<file path="config.mk">
export PLATFORM = sky130hd
export DESIGN_NAME = cpus_mac
export DESIGN_NICKNAME = d
export VERILOG_FILES = /design/src/rtl/core/cpus_pkg.sv /design/src/rtl/core/cpus_mac.sv
export SDC_FILE = /design/constraint.sdc
export NUM_CORES = 2
export LEC_CHECK = 0
export ABC_AREA = 1
export BUFFER_PORTS_ARGS = -buffer_cell sky130_fd_sc_hd__buf_2
export CORE_MARGIN = 4
export CORE_UTILIZATION = 45
export DETAILED_ROUTE_END_ITERATION = 7
export PLACE_DENSITY = 0.66
export SLEW_MARGIN = 20
export SYNTH_ARGS = -nofsm -noshare
export SYNTH_HDL_FRONTEND = slang
export SYNTH_SLANG_ARGS = --single-unit
</file>
<file path="constraint.sdc">
create_clock -name i_clk -period 12.1 [get_ports i_clk]
set_input_delay 0.605 -clock i_clk [delete_from_list [all_inputs] [get_ports i_clk]]
set_output_delay 0.605 -clock i_clk [all_outputs]
set_load 0.01 [all_outputs]
</file>
<file path="src/rtl/core/cpus_pkg.sv">
`timescale 1ns / 1ps
`default_nettype none
package cpus_pkg;

    localparam int OPW   = 36;
    localparam int ACC_W = 112;
    localparam int UNIT_SQ_SHIFT = 24;
    localparam logic signed [OPW-1:0] UNIT_SQ = 36'sd16777216;

    typedef enum logic [1:0] {
        ST_OK     = 2'd0,
        ST_DEGEN  = 2'd1,
        ST_TOOMANY = 2'd2
    } t_status;

    typedef struct packed {
        logic signed [15:0] vertex_x;
        logic signed [15:0] vertex_y;
        logic signed [15:0] vertex_z;
        logic               last_vertex;
    } t_vtx;

    typedef struct packed {
        logic       hit;
        logic [1:0] status;
    } t_res;

    typedef enum logic [1:0] {
        SH_0  = 2'd0,
        SH_24 = 2'd1,
        SH_28 = 2'd2,
        SH_54 = 2'd3
    } t_shift;

    typedef struct packed {
        logic   en;
        logic   clr;
        logic   neg;
        t_shift sh;
    } t_mac_ctl;

    typedef enum logic [3:0] {
        S_LOAD, S_CHK, S_RD0, S_RD1, S_RD2, S_NRM, S_NZ, S_PLANE,
        S_ERD, S_ESUB, S_EDGE, S_WRD, S_WIND, S_EMIT
    } t_state;

    function automatic logic [1:0] nx(input logic [1:0] m);
        return (m == 2'd2) ? 2'd0 : m + 2'd1;
    endfunction

endpackage
`default_nettype wire

</file>
<file path="src/rtl/core/cpus_mac.sv">
`timescale 1ns / 1ps
`default_nettype none
module cpus_mac (
    input  wire logic                                 i_clk,
    input  wire logic signed [cpus_pkg::OPW-1:0]      i_a,
    input  wire logic signed [cpus_pkg::OPW-1:0]      i_b,
    input  wire cpus_pkg::t_mac_ctl                   i_ctl,
    output logic signed [cpus_pkg::ACC_W-1:0]         o_acc
);
    import cpus_pkg::*;

    logic signed [2*OPW-1:0] prod;
    logic signed [ACC_W-1:0] ext;
    logic signed [ACC_W-1:0] term;
    logic signed [ACC_W-1:0] n_acc;
    logic signed [ACC_W-1:0] r_acc;

    assign prod = i_a * i_b;
    assign ext  = ACC_W'(prod);

    always_comb begin
        case (i_ctl.sh)
            SH_0:    term = ext;
            SH_24:   term = ext <<< 24;
            SH_28:   term = ext <<< 28;
            SH_54:   term = ext <<< 54;
            default: term = ext;
        endcase
        n_acc = (i_ctl.clr ? '0 : r_acc) + (i_ctl.neg ? -term : term);
    end

    always_ff @(posedge i_clk) begin
        if (i_ctl.en) begin
            r_acc <= n_acc;
        end
    end

    assign o_acc = r_acc;
endmodule
`default_nettype wire

</file>
# Word level (Yosys, flattened, before mapping)
# Cells that the tools add are included.
[word_totals]
mem_count = 0
wordCells = 11
mem_bits_rw = 0
ff_bits = 112
inputBits = 78
mem_bits_ro = 0
latchBits = 0
out_inout_bits = 112
[op_classes]
n_mul = 1
div_mod_pow = 0
n_eq_ne = 3
n_bitwise = 0
muxes = 3
add_sub_neg = 2
reduce_logical = 1
magnitude_cmp = 0
n_shift = 0
[ops]
columns = ["op", "count"]
rows = [
  ["112-bit case mux with 4 select lines", 1],
  ["112-bit 2-to-1 mux", 2],
  ["112-bit adder", 1],
  ["112-bit negation", 1],
  ["36-bit by 36-bit multiplier with 72-bit output", 1],
  ["2-bit equality test (second input constant)", 2],
  ["2-bit by 1-bit equality test with 1-bit output (second input constant)", 1],
  ["2-bit zero test", 1],
]

# Logic depth before layout (Yosys ltp)
[depth]
word_depth = 5
ltp_mapped = 62
ltp_nobuf = 60

# Worst setup path after synthesis
# OpenSTA, ideal clock, no wires.
[synth_timing]
path_type = "in2reg"
start = "in i_a[35] in the netlist's numbering"
end = "reg r_acc[111], in the netlist o_acc[111], data pin"
setup_slack_ps = 1163
required_time_ps = 11848
stages = 54
arrival_ps = 10685
path_cell_list = "clkbuf_1 -> clkbuf_1 -> nand2_1 -> inv_1 -> fa_1 -> fa_1 -> fa_1 -> inv_1 -> fa_1 -> inv_1 -> fa_1 -> fa_1 -> fa_1 -> inv_1 -> fa_1 -> inv_1 -> ha_1 -> nand2_1 -> [... 18 more ...] -> inv_1 -> ha_1 -> nand2_1 -> nor2_1 -> inv_1 -> nor3_1 -> inv_1 -> nor2_1 -> nand3_1 -> inv_1 -> nand3_1 -> nand3_1 -> a31oi_1 -> o21ai_0 -> xor2_1 -> inv_1 -> nand2_1 -> nand2_1"
[synth_between]
elab_chain_cells = 5
[synth_lines]
columns = ["item", "line", "text"]
rows = [
  ["start: declaration", "cpus_mac.sv:5", "input wire logic signed [cpus_pkg::OPW-1:0] i_a,"],
  ["36-bit by 36-bit multiplier with 72-bit output *", "cpus_mac.sv:18", "assign prod = i_a * i_b;"],
  ["112-bit case mux with 4 select lines *", "cpus_mac.sv:22", "case (i_ctl.sh)"],
  ["112-bit negation", "cpus_mac.sv:29", "n_acc = (i_ctl.clr ? '0 : r_acc) + (i_ctl.neg ? -term : term);"],
  ["112-bit 2-to-1 mux *", "cpus_mac.sv:29", ""],
  ["112-bit adder *", "cpus_mac.sv:29", ""],
  ["via n_acc[111]", "cpus_mac.sv:15", "logic signed [ACC_W-1:0] n_acc;"],
  ["end signal: assignment", "cpus_mac.sv:34", "r_acc <= n_acc;"],
  ["end: declaration", "cpus_mac.sv:16", "logic signed [ACC_W-1:0] r_acc;"],
]
# The timed path passes the listed nets; every way through them passes the cells marked *.
# A chain may end at the register's enable or synchronous reset.

# Final worst setup path
[layout_timing]
start = "in i_b[27] in the netlist's numbering"
end = "reg r_acc[105], in the netlist o_acc[105], data pin"
[layout_between]
elab_chain_cells = 5
[layout_lines]
columns = ["item", "line", "text"]
rows = [
  ["start: declaration", "cpus_mac.sv:6", "input wire logic signed [cpus_pkg::OPW-1:0] i_b,"],
  ["36-bit by 36-bit multiplier with 72-bit output *", "cpus_mac.sv:18", ""],
  ["112-bit case mux with 4 select lines *", "cpus_mac.sv:22", ""],
  ["112-bit negation", "cpus_mac.sv:29", ""],
  ["112-bit 2-to-1 mux *", "cpus_mac.sv:29", ""],
  ["112-bit adder *", "cpus_mac.sv:29", ""],
  ["via n_acc[105]", "cpus_mac.sv:15", ""],
]
# Marks and branches as above.

==> impl_metrics.json <==
{
  "crit_cells": 50,
  "relSlewSlack_pct": 23.3,
  "critPathKind": "in -> reg",
  "timing.hold.ws_ps": 805,
  "vias": 64700,
  "tns_ps": 0,
  "drc": 0,
  "synth.avg_cell_area_sq_um": 7.00,
  "place_inst": 12800,
  "num_rows": 143,
  "grt_pass1_vias": 67300,
  "cpMaxStageDelayCell": "fa_1",
  "crit_family": "adder cells",
  "post-route-min-period_ps": 11770,
  "ys_seq_area_share_pct": 4.88,
  "nFillCells": 15200,
  "clk_pin_slew_ps": 100,
  "post-route-util_pct": 52.6,
  "cp-startpoint": "i_b[27]",
  "drv_slew": 0,
  "ff2ff_path_depth": 23,
  "grt_remaining_overflow": 0,
  "slowest_delay_ps": 580,
  "synth_edf_count": 112,
  "fmax_ghz": 0.0850,
  "report.final.hold_viol_count": 0,
  "instances_no_fill": 12800,
  "cp-start-kind": "primary input",
  "setup_viol": 0,
  "crit_arrival_ps": 11940,
  "r2r_start": "o_acc[0]$_DFFE_PP_",
  "cts_buffers": 9,
  "yosysTopAreaCell": "fa_1",
  "layout_worst_path_cycle_share_pct": 97.3,
  "yosysWarnings": 0,
  "track_usage_pct": 32.8,
  "largest_register_ffs": 112,
  "dpl.hpwl_um": 228000,
  "syn-cell-area_sq_um": 68900,
  "cp.buffers_inverters": 11,
  "fp.dieH_um": 399,
  "required_ps": 12270,
  "cts_tree": "done",
  "start_util_pct": 45.3,
  "drtIter0Drc": 5446,
  "crit_path_end": "o_acc[105]$_DFFE_PP_",
  "htree_levels": 3,
  "ioPinCount": 190,
  "portBuffers": 189,
  "async_flop_share_pct": 0,
  "clock_skew_ps": 23.5,
  "syn-num-nets": 11600,
  "grt_max_degree": 63,
  "antenna_left": 0,
  "status": "complete, no violations",
  "synthDistinctLibCells": 56,
  "die_w_um": 399,
  "clockBufferDepth": 2,
  "path_max_fanout": 19,
  "clock_latency_ps": 420,
  "gp_congestion": 1.07,
  "cts.sinks": 112,
  "dieArea_sq_um": 160000,
  "worstMarginPinSlew_ps": 1140,
  "r2r_setup_slack_ps": 7420,
  "setup.worst_path.end_class": "flip-flop",
  "routedWlPerCell_um": 20.1,
  "synth_area_leaders": "fa_1 40%, inv_1 16%, nand2_1 14%, ha_1 6.0%, edfxtp_1 4.9%",
  "antenna_found_initial": 6,
  "yosysTopAreaCellShare_pct": 40.1,
  "coreArea_sq_um": 152000,
  "rsz0062_at_grt": "yes",
  "area_delta_synth_final_pct": 15.9,
  "drive_gt1_share_pct": 14.0,
  "drt_first_pass_iters": 8,
  "nets": 12600,
  "wl_um": 257000,
  "worstReg2RegEnd": "o_acc[106]$_DFFE_PP_",
  "cts_hold_buffers": 0,
  "synth_flop_cell": "edfxtp_1",
  "grt_pass1_wl_um": 399000,
  "clk_root_buffer_cell": "clkbuf_16",
  "synth_cells": 9845,
  "maxCapViolations": 0,
  "avgViaCountPerCell": 5.05,
  "synth-seq-cells": 112,
  "hold_class": "reg -> reg"
}
[cells in the mapped netlist (8+ instances only)]
master,n
ha_1,331
fa_1,1380
a21o_1,8
nand3_1,315
edfxtp_1,112
nand2_1,2632
inv_1,2865
buf_2,9
clkbuf_1,327
nand4_1,90
o21ai_0,150
a21oi_1,297
nand3_2,18
nor2_1,686
o211ai_1,19
xor2_1,122
nor2_2,52
o21ai_1,15
o21a_1,18
nand2_2,66
nor4_1,16
nand3b_1,18
a31oi_1,58
xnor2_1,91
inv_2,22
nor3_1,19
nor2_4,12
[area by class of cell]
type | count | area [sq um] | area share [%]
antenna | 6 | 15.0 | 0.0188
clock buffer | 9 | 225 | 0.282
clock inverter | 7 | 57.6 | 0.0720
inverter | 2892 | 10900 | 13.6
multi-input combinational | 6491 | 53400 | 66.9
sequential | 112 | 3360 | 4.21
tap | 2030 | 2540 | 3.18
timing repair buffer | 1267 | 9430 | 11.8
[metrics by stage]
stage / setup WS, ps / cell area (sq um)
detailed placement: -1060 / 79400
finish: 332 / 79900
floorplan: 1160 / 68900
global route: -37.3 / 79900
global placement: -1100 / 79400
CTS: 84.0 / 79800
[tightest hold or removal path: stages, from the launching register on]
cell and delay (ps):
edfxtp_1 400, inv_1 50, nor2_1 100, ha_1 150
[worst min-delay path by stage]
| stage | startpoint | to | slack [ps] | depth (start not counted) |
|---|---|---|---|---|
| final | o_acc[0]$_DFFE_PP_ | o_acc[0]$_DFFE_PP_ | 810 | 3 |
| after global routing | i_ctl[4] | o_acc[50]$_DFFE_PP_ | 840 | 1 |
| after CTS | o_acc[0]$_DFFE_PP_ | o_acc[0]$_DFFE_PP_ | 770 | 3 |
| after detailed placement | o_acc[0]$_DFFE_PP_ | o_acc[0]$_DFFE_PP_ | 730 | 3 |
| after global placement | o_acc[0]$_DFFE_PP_ | o_acc[0]$_DFFE_PP_ | 730 | 3 |
| after floorplan | i_ctl[4] | o_acc[0]$_DFFE_PP_ | 720 | 0 |
[routing by layer]
layer,global-route usage [%],vias to the layer above,wire [um]
met5,0,-,23
met4,7.97,4,6940
met3,4.27,343,18800
met2,53.8,2431,119000
met1,46.1,31900,112000
li1,-,30100,-
[cell usage in the layout, fill, tap and decap left out, types with 9 or more instances in the layout]
cell type,instances
nor2_2,56
nand2_1,2629
xnor2_1,90
nor2_4,18
nor4_1,15
nor2_1,676
inv_1,2863
o21ai_0,149
buf_2,162
buf_4,1064
clkbuf_16,9
nand3b_1,18
nor3_1,19
a31oi_1,57
xor2_1,121
o21a_1,18
inv_2,22
clkbuf_4,13
buf_12,25
nand3_1,315
nand3_2,18
nand4_1,90
edfxtp_1,112
a21oi_1,293
fa_1,1380
o211ai_1,19
ha_1,328
o21ai_1,15
nand2_2,69
[cells by family after synthesis]
logic type / share of synthesized area [%]
buffers and inverters: 17.8
adders and majority gates: 46.1
AOI/OAI and AO/OA: 4.88
and+or+nand+nor: 23.7
DFF: 4.88
xor gates and xnor gates: 2.71
[what timing repair did]
item	CTS	global route
setup endpoints to repair	7	35
resized for setup	16	41
setup buffers	0	5
hold endpoints to repair	0	0
Power is not shown: default switching activity piles up to over one toggle a cycle in this logic, so the estimate is an artifact.
